--- config.mk ---
export PLATFORM = sky130hd
export DESIGN_NAME = k_combination_enumerator_unit
export DESIGN_NICKNAME = d
export VERILOG_FILES = /design/src/rtl/core/kce_pkg.sv /design/src/rtl/core/k_combination_enumerator_unit.sv /design/src/rtl/core/kce_ram.sv /design/src/rtl/core/kce_ctrl.sv /design/src/rtl/core/kce_dp.sv
export SDC_FILE = /design/constraint.sdc
export NUM_CORES = 2
export LEC_CHECK = 0
export BUFFER_PORTS_ARGS = -buffer_cell sky130_fd_sc_hd__clkbuf_2
export CORE_MARGIN = 1.5
export CORE_UTILIZATION = 56
export CTS_BUF_LIST = sky130_fd_sc_hd__clkbuf_2
export DETAILED_ROUTE_END_ITERATION = 8
export PLACE_DENSITY = 0.83
export SLEW_MARGIN = 10
export SYNTH_ARGS = -nofsm -noshare
export SYNTH_HDL_FRONTEND = slang
export SYNTH_SLANG_ARGS = --single-unit
--- constraint.sdc ---
create_clock -name clk_i -period 6 [get_ports clk_i]
set_input_delay 1.2 -clock clk_i [delete_from_list [all_inputs] [get_ports clk_i]]
set_output_delay 1.2 -clock clk_i [all_outputs]
set_load 0.005 [all_outputs]
--- src/rtl/core/kce_pkg.sv ---
// ----------------------------------------------------------------------------
// kce_pkg: shared types and constants of the k-combination enumerator
// Field widths, operation codes, register indexes, and the command/status
// structs between the controller and the datapath.
// ----------------------------------------------------------------------------
`default_nettype none

package kce_pkg;

  // Fixed field widths
  localparam int unsigned OP_W      = 2;
  localparam int unsigned SLOT_W    = 6;
  localparam int unsigned VALUE_W   = 32;
  localparam int unsigned POS_OUT_W = 3;
  localparam int unsigned SET_W     = 7;
  localparam int unsigned PICK_W    = 4;
  // Chosen positions stay below set_size, so they fit the set_size width
  localparam int unsigned POS_W     = SET_W;

  // Default module parameters
  localparam int unsigned DEF_MAX_ITEMS     = 64;
  localparam int unsigned DEF_MAX_PICK      = 8;
  localparam int unsigned DEF_ELEMENT_WIDTH = 32;

  // Configuration port
  localparam int unsigned APB_ADDR_W = 3;
  localparam int unsigned APB_DATA_W = 32;
  localparam logic        REG_SET_SIZE  = 1'b0;
  localparam logic        REG_PICK_SIZE = 1'b1;

  // Operation codes
  localparam logic [OP_W-1:0] OP_LOAD    = 2'd0;
  localparam logic [OP_W-1:0] OP_RESTART = 2'd1;
  localparam logic [OP_W-1:0] OP_NEXT    = 2'd2;

  typedef struct packed {
    logic [OP_W-1:0]           operation;
    logic [SLOT_W-1:0]         slot;
    logic signed [VALUE_W-1:0] value;
  } kce_in_t;

  typedef struct packed {
    logic signed [VALUE_W-1:0] element;
    logic [POS_OUT_W-1:0]      position;
    logic                      last_of_selection;
    logic                      exhausted;
  } kce_out_t;

  // Controller to datapath
  typedef struct packed {
    logic load;         // write the input element into the store
    logic restart;      // positions back to 0..k-1, set first, clear done
    logic next_first;   // first selection: clear first flag, start emission
    logic search_init;  // carry search starts at position k-1
    logic search_step;  // move the carry search one position left
    logic bump;         // bump the searched position, refill, start emission
    logic set_done;     // no selection remains
    logic rd_issue;     // read the store at the current emitted position
    logic out_load;     // load the output register with the read element
    logic emit_next;    // advance to the next position of the selection
    logic out_exh;      // load the output register with the exhausted result
  } kce_cmd_t;

  // Datapath to controller
  typedef struct packed {
    logic done;
    logic k_bad;
    logic first;
    logic found;
    logic p_zero;
    logic i_last;
    logic out_free;
  } kce_sts_t;

endpackage

`default_nettype wire

--- src/rtl/core/k_combination_enumerator_unit.sv ---
// ----------------------------------------------------------------------------
// k_combination_enumerator_unit: k-combination enumerator, top level
// Loads a store of signed elements and emits every k-element selection of
// the first n entries in lexicographic order of positions.
//
//   Channel   Direction  Handshake         Payload
//   in        sink       in_valid/ready    kce_in_t  (operation, slot, value)
//   out       source     out_valid/ready   kce_out_t (element, position, flags)
//   cfg       APB slave  psel/penable      set_size @0x0, pick_size @0x4
//
// Load, restart and unknown items finish in the idle state; an exhausted answer
// passes through the exhausted state. A next item runs a carry search over up
// to k positions, one position a cycle, then a read and a write step per element.
// A stalled output holds the sequencer in its emit step; input waits meanwhile.
// Reset restores positions 0..k-1, n = k = 1; the store holds no reset value.
// ----------------------------------------------------------------------------
`default_nettype none

module k_combination_enumerator_unit #(
  parameter int unsigned MAX_ITEMS     = kce_pkg::DEF_MAX_ITEMS,
  parameter int unsigned MAX_PICK      = kce_pkg::DEF_MAX_PICK,
  parameter int unsigned ELEMENT_WIDTH = kce_pkg::DEF_ELEMENT_WIDTH
) (
  input  wire logic                             clk_i,
  input  wire logic                             rst_ni,
  input  wire logic                             in_valid_i,
  output logic                                  in_ready_o,
  input  wire kce_pkg::kce_in_t                 in_data_i,
  output logic                                  out_valid_o,
  input  wire logic                             out_ready_i,
  output kce_pkg::kce_out_t                     out_data_o,
  input  wire logic                             psel,
  input  wire logic                             penable,
  input  wire logic                             pwrite,
  input  wire logic [kce_pkg::APB_ADDR_W-1:0]   paddr,
  input  wire logic [kce_pkg::APB_DATA_W-1:0]   pwdata,
  output logic [kce_pkg::APB_DATA_W-1:0]        prdata,
  output logic                                  pready
);

  import kce_pkg::*;

  logic              cfg_we;
  logic [SET_W-1:0]  set_size_q;
  logic [PICK_W-1:0] pick_size_q;
  kce_cmd_t          cmd;
  kce_sts_t          sts;

  assign pready = 1'b1;
  assign cfg_we = psel && penable && pwrite;

  always_ff @(posedge clk_i or negedge rst_ni) begin
    if (!rst_ni) begin
      set_size_q  <= SET_W'(1);
      pick_size_q <= PICK_W'(1);
    end else if (cfg_we) begin
      unique case (paddr[2])
        REG_SET_SIZE:  set_size_q  <= pwdata[SET_W-1:0];
        REG_PICK_SIZE: pick_size_q <= pwdata[PICK_W-1:0];
        default: ;
      endcase
    end
  end

  always_comb begin
    unique case (paddr[2])
      REG_SET_SIZE:  prdata = APB_DATA_W'(set_size_q);
      REG_PICK_SIZE: prdata = APB_DATA_W'(pick_size_q);
      default:       prdata = '0;
    endcase
  end

  kce_ctrl u_ctrl (
    .clk_i      (clk_i),
    .rst_ni     (rst_ni),
    .in_valid_i (in_valid_i),
    .in_ready_o (in_ready_o),
    .op_i       (in_data_i.operation),
    .sts_i      (sts),
    .cmd_o      (cmd)
  );

  kce_dp #(
    .MAX_ITEMS     (MAX_ITEMS),
    .MAX_PICK      (MAX_PICK),
    .ELEMENT_WIDTH (ELEMENT_WIDTH)
  ) u_dp (
    .clk_i         (clk_i),
    .rst_ni        (rst_ni),
    .cmd_i         (cmd),
    .sts_o         (sts),
    .in_data_i     (in_data_i),
    .cfg_restart_i (cfg_we),
    .set_size_i    (set_size_q),
    .pick_size_i   (pick_size_q),
    .out_valid_o   (out_valid_o),
    .out_ready_i   (out_ready_i),
    .out_data_o    (out_data_o)
  );

endmodule

`default_nettype wire

--- src/rtl/core/kce_ram.sv ---
// ----------------------------------------------------------------------------
// kce_ram: generic single-write, single-read RAM
// One write port and one read port; read data is registered and holds while
// no read is issued.
// ----------------------------------------------------------------------------
`default_nettype none

module kce_ram #(
  parameter int unsigned WIDTH = 32,
  parameter int unsigned DEPTH = 64,
  localparam int unsigned AW   = (DEPTH > 1) ? $clog2(DEPTH) : 1
) (
  input  wire logic             clk_i,
  input  wire logic             we_i,
  input  wire logic [AW-1:0]    waddr_i,
  input  wire logic [WIDTH-1:0] wdata_i,
  input  wire logic             re_i,
  input  wire logic [AW-1:0]    raddr_i,
  output logic      [WIDTH-1:0] rdata_o
);

  logic [WIDTH-1:0] mem_q [DEPTH];

  always_ff @(posedge clk_i) begin
    if (we_i) begin
      mem_q[waddr_i] <= wdata_i;
    end
    if (re_i) begin
      rdata_o <= mem_q[raddr_i];
    end
  end

endmodule

`default_nettype wire

--- src/rtl/core/kce_ctrl.sv ---
// ----------------------------------------------------------------------------
// kce_ctrl: controller of the k-combination enumerator
// Decodes accepted items and sequences the carry search and the emission of
// one selection, one element at a time, through the datapath.
// ----------------------------------------------------------------------------
`default_nettype none

module kce_ctrl (
  input  wire logic                        clk_i,
  input  wire logic                        rst_ni,
  input  wire logic                        in_valid_i,
  output logic                             in_ready_o,
  input  wire logic [kce_pkg::OP_W-1:0]    op_i,
  input  wire kce_pkg::kce_sts_t           sts_i,
  output kce_pkg::kce_cmd_t                cmd_o
);

  import kce_pkg::*;

  localparam logic [2:0] ST_IDLE   = 3'd0;
  localparam logic [2:0] ST_SEARCH = 3'd1;
  localparam logic [2:0] ST_RD     = 3'd2;
  localparam logic [2:0] ST_WR     = 3'd3;
  localparam logic [2:0] ST_EXH    = 3'd4;

  logic [2:0] state_q, state_d;

  always_comb begin
    cmd_o      = '0;
    state_d    = state_q;
    in_ready_o = (state_q == ST_IDLE);
    unique case (state_q)
      ST_IDLE: begin
        if (in_valid_i) begin
          unique case (op_i)
            OP_LOAD:    cmd_o.load = 1'b1;
            OP_RESTART: cmd_o.restart = 1'b1;
            OP_NEXT: begin
              priority if (sts_i.done) begin
                state_d = ST_EXH;
              end else if (sts_i.k_bad) begin
                cmd_o.set_done = 1'b1;
                state_d        = ST_EXH;
              end else if (sts_i.first) begin
                cmd_o.next_first = 1'b1;
                state_d          = ST_RD;
              end else begin
                cmd_o.search_init = 1'b1;
                state_d           = ST_SEARCH;
              end
            end
            default: ;  // unknown operation: drop
          endcase
        end
      end
      ST_SEARCH: begin
        priority if (sts_i.found) begin
          cmd_o.bump = 1'b1;
          state_d    = ST_RD;
        end else if (sts_i.p_zero) begin
          cmd_o.set_done = 1'b1;
          state_d        = ST_EXH;
        end else begin
          cmd_o.search_step = 1'b1;
        end
      end
      ST_RD: begin
        cmd_o.rd_issue = 1'b1;
        state_d        = ST_WR;
      end
      ST_WR: begin
        if (sts_i.out_free) begin
          cmd_o.out_load = 1'b1;
          if (sts_i.i_last) begin
            state_d = ST_IDLE;
          end else begin
            cmd_o.emit_next = 1'b1;
            state_d         = ST_RD;
          end
        end
      end
      ST_EXH: begin
        if (sts_i.out_free) begin
          cmd_o.out_exh = 1'b1;
          state_d       = ST_IDLE;
        end
      end
      default: state_d = ST_IDLE;
    endcase
  end

  always_ff @(posedge clk_i or negedge rst_ni) begin
    if (!rst_ni) begin
      state_q <= ST_IDLE;
    end else begin
      state_q <= state_d;
    end
  end

endmodule

`default_nettype wire

--- src/rtl/core/kce_dp.sv ---
// ----------------------------------------------------------------------------
// kce_dp: datapath of the k-combination enumerator
// Element store, chosen positions with the carry search and refill, the
// enumeration flags and the output register.
// ----------------------------------------------------------------------------
`default_nettype none

module kce_dp #(
  parameter int unsigned MAX_ITEMS     = kce_pkg::DEF_MAX_ITEMS,
  parameter int unsigned MAX_PICK      = kce_pkg::DEF_MAX_PICK,
  parameter int unsigned ELEMENT_WIDTH = kce_pkg::DEF_ELEMENT_WIDTH
) (
  input  wire logic                        clk_i,
  input  wire logic                        rst_ni,
  input  wire kce_pkg::kce_cmd_t           cmd_i,
  output kce_pkg::kce_sts_t                sts_o,
  input  wire kce_pkg::kce_in_t            in_data_i,
  input  wire logic                        cfg_restart_i,
  input  wire logic [kce_pkg::SET_W-1:0]   set_size_i,
  input  wire logic [kce_pkg::PICK_W-1:0]  pick_size_i,
  output logic                             out_valid_o,
  input  wire logic                        out_ready_i,
  output kce_pkg::kce_out_t                out_data_o
);

  import kce_pkg::*;

  localparam int unsigned AW  = (MAX_ITEMS > 1) ? $clog2(MAX_ITEMS) : 1;
  localparam int unsigned PIW = (MAX_PICK > 1) ? $clog2(MAX_PICK) : 1;
  localparam int unsigned KW  = PICK_W + 1;
  localparam int unsigned CW  = SET_W + 1;

  logic [SET_W-1:0]  n_eff;
  logic [PICK_W-1:0] k_eff;

  logic [POS_W-1:0] pos_q [MAX_PICK];
  logic [POS_W-1:0] pos_d [MAX_PICK];
  logic [PIW-1:0]   p_q, p_d;
  logic [PIW-1:0]   i_q, i_d;
  logic             first_q, first_d;
  logic             done_q, done_d;
  logic             out_valid_q, out_valid_d;
  kce_out_t         out_data_q, out_data_d;

  logic [PIW-1:0]           rd_idx;
  logic [POS_W-1:0]         pos_rd;
  logic [POS_W-1:0]         bump_val;
  logic [CW-1:0]            ceil_val;
  logic                     slot_ok;
  logic [ELEMENT_WIDTH-1:0] ram_rdata;

  // Saturate the configured sizes to the built store and position depths
  always_comb begin
    n_eff = (int'(set_size_i) > MAX_ITEMS) ? SET_W'(MAX_ITEMS) : set_size_i;
    k_eff = (int'(pick_size_i) > MAX_PICK) ? PICK_W'(MAX_PICK) : pick_size_i;
  end

  // One read port on the positions: emission uses i, the carry search uses p
  assign rd_idx   = cmd_i.rd_issue ? i_q : p_q;
  assign pos_rd   = pos_q[rd_idx];
  assign bump_val = pos_rd + POS_W'(1);
  assign ceil_val = CW'(n_eff) - CW'(k_eff) + CW'(p_q);
  assign slot_ok  = int'(in_data_i.slot) < MAX_ITEMS;

  assign sts_o.done     = done_q;
  assign sts_o.k_bad    = (k_eff == '0) || (SET_W'(k_eff) > n_eff);
  assign sts_o.first    = first_q;
  assign sts_o.found    = CW'(pos_rd) < ceil_val;
  assign sts_o.p_zero   = (p_q == '0);
  assign sts_o.i_last   = (KW'(i_q) + KW'(1)) == KW'(k_eff);
  assign sts_o.out_free = !out_valid_q || out_ready_i;

  always_comb begin
    pos_d   = pos_q;
    p_d     = p_q;
    i_d     = i_q;
    first_d = first_q;
    done_d  = done_q;
    if (cmd_i.restart || cfg_restart_i) begin
      for (int j = 0; j < MAX_PICK; j++) begin
        pos_d[j] = POS_W'(j);
      end
      first_d = 1'b1;
      done_d  = 1'b0;
    end
    if (cmd_i.set_done) begin
      done_d = 1'b1;
    end
    if (cmd_i.next_first) begin
      first_d = 1'b0;
      i_d     = '0;
    end
    if (cmd_i.search_init) begin
      p_d = PIW'(k_eff - PICK_W'(1));
    end
    if (cmd_i.search_step) begin
      p_d = p_q - PIW'(1);
    end
    if (cmd_i.bump) begin
      // Bump position p, refill everything right of it consecutively
      for (int j = 0; j < MAX_PICK; j++) begin
        if (PIW'(j) == p_q) begin
          pos_d[j] = bump_val;
        end else if ((PIW'(j) > p_q) && (KW'(j) < KW'(k_eff))) begin
          pos_d[j] = bump_val + POS_W'(j) - POS_W'(p_q);
        end
      end
      i_d = '0;
    end
    if (cmd_i.emit_next) begin
      i_d = i_q + PIW'(1);
    end
  end

  always_comb begin
    out_valid_d = out_valid_q;
    out_data_d  = out_data_q;
    if (cmd_i.out_load) begin
      out_valid_d                  = 1'b1;
      out_data_d.element           = $signed(VALUE_W'(ram_rdata));
      out_data_d.position          = POS_OUT_W'(i_q);
      out_data_d.last_of_selection = sts_o.i_last;
      out_data_d.exhausted         = 1'b0;
    end else if (cmd_i.out_exh) begin
      out_valid_d                  = 1'b1;
      out_data_d.element           = '0;
      out_data_d.position          = '0;
      out_data_d.last_of_selection = 1'b1;
      out_data_d.exhausted         = 1'b1;
    end else if (out_ready_i) begin
      out_valid_d = 1'b0;
    end
  end

  always_ff @(posedge clk_i or negedge rst_ni) begin
    if (!rst_ni) begin
      for (int j = 0; j < MAX_PICK; j++) begin
        pos_q[j] <= POS_W'(j);
      end
      p_q         <= '0;
      i_q         <= '0;
      first_q     <= 1'b1;
      done_q      <= 1'b0;
      out_valid_q <= 1'b0;
    end else begin
      pos_q       <= pos_d;
      p_q         <= p_d;
      i_q         <= i_d;
      first_q     <= first_d;
      done_q      <= done_d;
      out_valid_q <= out_valid_d;
    end
  end

  always_ff @(posedge clk_i) begin
    out_data_q <= out_data_d;
  end

  assign out_valid_o = out_valid_q;
  assign out_data_o  = out_data_q;

  kce_ram #(
    .WIDTH (ELEMENT_WIDTH),
    .DEPTH (MAX_ITEMS)
  ) u_store (
    .clk_i   (clk_i),
    .we_i    (cmd_i.load && slot_ok),
    .waddr_i (AW'(in_data_i.slot)),
    .wdata_i (ELEMENT_WIDTH'($unsigned(in_data_i.value))),
    .re_i    (cmd_i.rd_issue),
    .raddr_i (AW'(pos_rd)),
    .rdata_o (ram_rdata)
  );

`ifndef SYNTH
  a_exh_result: assert property (@(posedge clk_i) disable iff (!rst_ni)
    out_valid_o && out_data_o.exhausted |->
      out_data_o.last_of_selection && (out_data_o.element == '0))
    else $error("exhausted result without last flag or with nonzero element");

  a_bump_live: assert property (@(posedge clk_i) disable iff (!rst_ni)
    cmd_i.bump |-> !done_q && !first_q)
    else $error("carry bump while done or before first selection");

  a_emit_range: assert property (@(posedge clk_i) disable iff (!rst_ni)
    cmd_i.out_load |-> (KW'(i_q) < KW'(k_eff)))
    else $error("emitted index beyond pick size");

  a_done_source: assert property (@(posedge clk_i) disable iff (!rst_ni)
    done_q && !$past(done_q) |-> $past(cmd_i.set_done))
    else $error("done flag set without a done command");
`endif

endmodule

`default_nettype wire
==> results_dict.tcl <==
set metrics [dict create \
    synth_area_mm2 0.0908 \
    start_util 0.565 \
    wire_per_inst_um 28.2 \
    startpoint_type "flop" \
    cts.sinks 2196 \
    drv_cap 0 \
    r2r_start "u_ctrl.state_q[2]$_DFFE_PN0P_" \
    crit_start "u_ctrl.state_q[2]$_DFFE_PN0P_" \
    layout_commonest_cell "edfxtp_1" \
    cpMaxStageDelayCell "or3b_2" \
    rrSetupSlack_ns 0.43 \
    overflow 0 \
    critical_path.cell_chain "or3b_2 -> a21o_1 -> mux2i_1 -> a2111o_2 -> inv_8 -> ha_1 -> ha_1 -> inv_1 -> fa_1 -> a21o_1 -> a21oi_1 -> xor2_1 -> o221ai_1 -> o211ai_1 -> o21ai_0" \
    drv_slew 0 \
    synth-edff-count 2116 \
    cp_num_buf_inv 2 \
    timing.final.ws_setup_ns 0.431 \
    cpPeakStageDelay_ns 0.73 \
    fin_setup_tns_ns 0 \
    cp_top_family "compound AO/OA/AOI/OAI gates" \
    max_slew_margin 0.109 \
    yosys-top-cells-area "edfxtp_1 70%, mux2i_1 12%, nand2_1 3.0%" \
    fill_cells 11100 \
    ios 154 \
    stdcell_area_mm2 0.100 \
    synth_fa_ha_area_frac 0.0103 \
    yosysTopAreaCellShare 0.700 \
    vias 56400 \
    yosys-mux-area-fraction 0.128 \
    syn_avg_cell_area_um2 15.7 \
    clock_path_buffers 4 \
    drc 0 \
    cp_data_required_time_ns 7.60 \
    drt_iter0_drc 8822 \
    dieArea_mm2 0.165 \
    first_pass_iters 6 \
    path_max_fanout 16 \
    grt_pass1_wl_mm 357 \
    fin_crit_ns 5.57 \
    holdPathStages 1 \
    syn_inst 5779 \
    finClkSkew_ns 0.128 \
    synth_ff_type "edfxtp_1" \
    port_buffers 100 \
    synth_top_family_by_area "multiplexers" \
    clock_latency_ns 1.86 \
    place_congestion 0.899 \
    async_reset_ff_frac 0.0360 \
    syn_to_final_growth_pct 10.2 \
    synth-xor-area-share 0.00374 \
    yosys.area_share.simple 0.0650 \
    rsz0062_at_grt "false" \
    worst_setup_path_end_kind "flop" \
    min_to "u_dp.u_store.mem_q[62][27]$_DFFE_PP_" \
    grt_usage 0.300 \
    viasPerCell 6.38 \
    drtAntennaViolNets 0 \
    ys_ff_latch 2196 \
    place_ws_ns 0.416 \
    r2r_end "u_dp.pos_q[32]$_DFF_PN0_" \
    hold_viol_final 0 \
    yosysUniqueCellTypes 84 \
    dp_hpwl_mm 144 \
    yosysWarnings 0 \
    core_mm2 0.161 \
    ys_seq_area_frac 0.722 \
    cts.clk_slew.worst_paths_ns 0.11 \
    drt_wl_total_mm 249 \
    cp.arrival_ns 7.17 \
    antenna_found_initial 31 \
    status "complete, no violations" \
    row_count 147 \
    fin_nets 6480 \
    min_from "in_data_i[27]" \
    die_y_um 406 \
    final-setup-viol-count 0 \
    cts-root-buf "clkbuf_2" \
    drive_above_1_share 0.189 \
    grt_pass1_vias 55000 \
    synth_compound_area_frac 0.0498 \
    reg2reg_depth 15 \
    fp.dieW_um 406 \
    worstHoldPathType "primary input to flop" \
    cts_buffers 545 \
    htreeDepth 6 \
    max_slew.worst_pin.slew_ns 1.34 \
    synth_largest_area_cell "edfxtp_1" \
    timing.fmax_mhz 180 \
    fin_crit_sh 0.928 \
    cts_tree "built" \
    critPathKind "flop to flop" \
    final_cell_mix "2,116 x edfxtp_1, 1,114 x mux2i_1, 858 x clkbuf_2" \
    dpl_cell_area_mm2 0.0951 \
    grt_max_degree 120 \
]
## final cells by class
type,instances,area [um^2],area share
diodes,20,50.0,0.000500
clock buffers,771,3860,0.0386
clock inverters,107,679,0.00679
inverters,52,210,0.00210
multi-input cells,3198,24100,0.241
flip-flops and latches,2196,65600,0.655
well taps,2160,2700,0.0270
repair buffers,338,2900,0.0290
## metrics by stage
stage / cells / hold slack, ns / util
finish: 8842 / 0.116 / 0.622
global route: 8834 / 0.0596 / 0.622
CTS: 8822 / 0.00568 / 0.622
detailed placement: 7905 / 0.496 / 0.591
global placement: 7905 / 0.483 / 0.591
floorplan: 5803 / 0.459 / -
## kinds of logic (layout without fill, tap and decap cells)
family / after synthesis / in the layout
flip-flops: 2196 / 2196
other: 2 / 46
multiplexers: 1144 / 1144
adder cells (fa/ha/maj): 67 / 67
XOR/XNOR: 37 / 37
buffers and inverters: 409 / 1268
AND/OR/NAND/NOR: 1297 / 1297
AO/OA/AOI/OAI: 627 / 627
## cells in the mapped netlist, types with 15 or more instances
cell	number
inv_1	45
a32o_1	65
or4_1	32
a211oi_1	75
edfxtp_1	2116
ha_1	54
nor2b_1	24
nor2_1	111
clkbuf_1	167
o22ai_1	21
dfstp_2	15
a21oi_1	187
buf_2	131
nand3_1	166
and2_1	90
mux2_2	20
o21ai_0	45
nor3_1	19
xnor2_1	22
nand4_1	67
mux2i_1	1114
dfrtp_1	64
buf_4	32
nand2_1	716
nand2b_1	20
a32oi_1	133
## flip-flops by register name, indices dropped and copies added (netlist names)
register	count
pick_size_q	4
set_size_q	7
u_ctrl.state_q	3
u_dp.done_q	1
u_dp.first_q	1
u_dp.i_q	3
u_dp.out_data_o	37
u_dp.out_valid_o	1
u_dp.p_q	3
u_dp.pos_q	56
u_dp.u_store.mem_q	2048
u_dp.u_store.rdata_o	32
## worst max-delay path by stage
stage,cells past startpoint,end,slack (ns)
2_1_floorplan,23,u_dp.pos_q[33]$_DFF_PN0_,1.08
3_3_place_gp,17,u_dp.pos_q[6]$_DFF_PN0_,0.49
3_5_place_dp,16,u_dp.pos_q[27]$_DFF_PN0_,0.42
4_1_cts,16,u_dp.pos_q[34]$_DFF_PN0_,0.35
5_1_grt,16,u_dp.pos_q[34]$_DFF_PN0_,0.15
6_report,15,u_dp.pos_q[32]$_DFF_PN0_,0.43
## timing repair
item	in CTS	in global routing
hold buffers	39	0
resized for setup	0	1
endpoints found under the hold margin	711	0
setup buffers	0	0
setup endpoints to repair	0	1
## layer usage
| metal | global-route usage | share of wire | vias up | routed length (um) |
|---|---|---|---|---|
| met2 | 0.466 | 0.46 | 4424 | 116000 |
| li1 | - | - | 23700 | - |
| met5 | 0 | 0.00029 | - | 72 |
| met1 | 0.391 | 0.35 | 27500 | 88000 |
| met4 | 0.147 | 0.049 | 14 | 12300 |
| met3 | 0.0818 | 0.13 | 786 | 33600 |
Power is not shown: default switching activity piles up to over one toggle a cycle in this logic, so the estimate is an artifact.
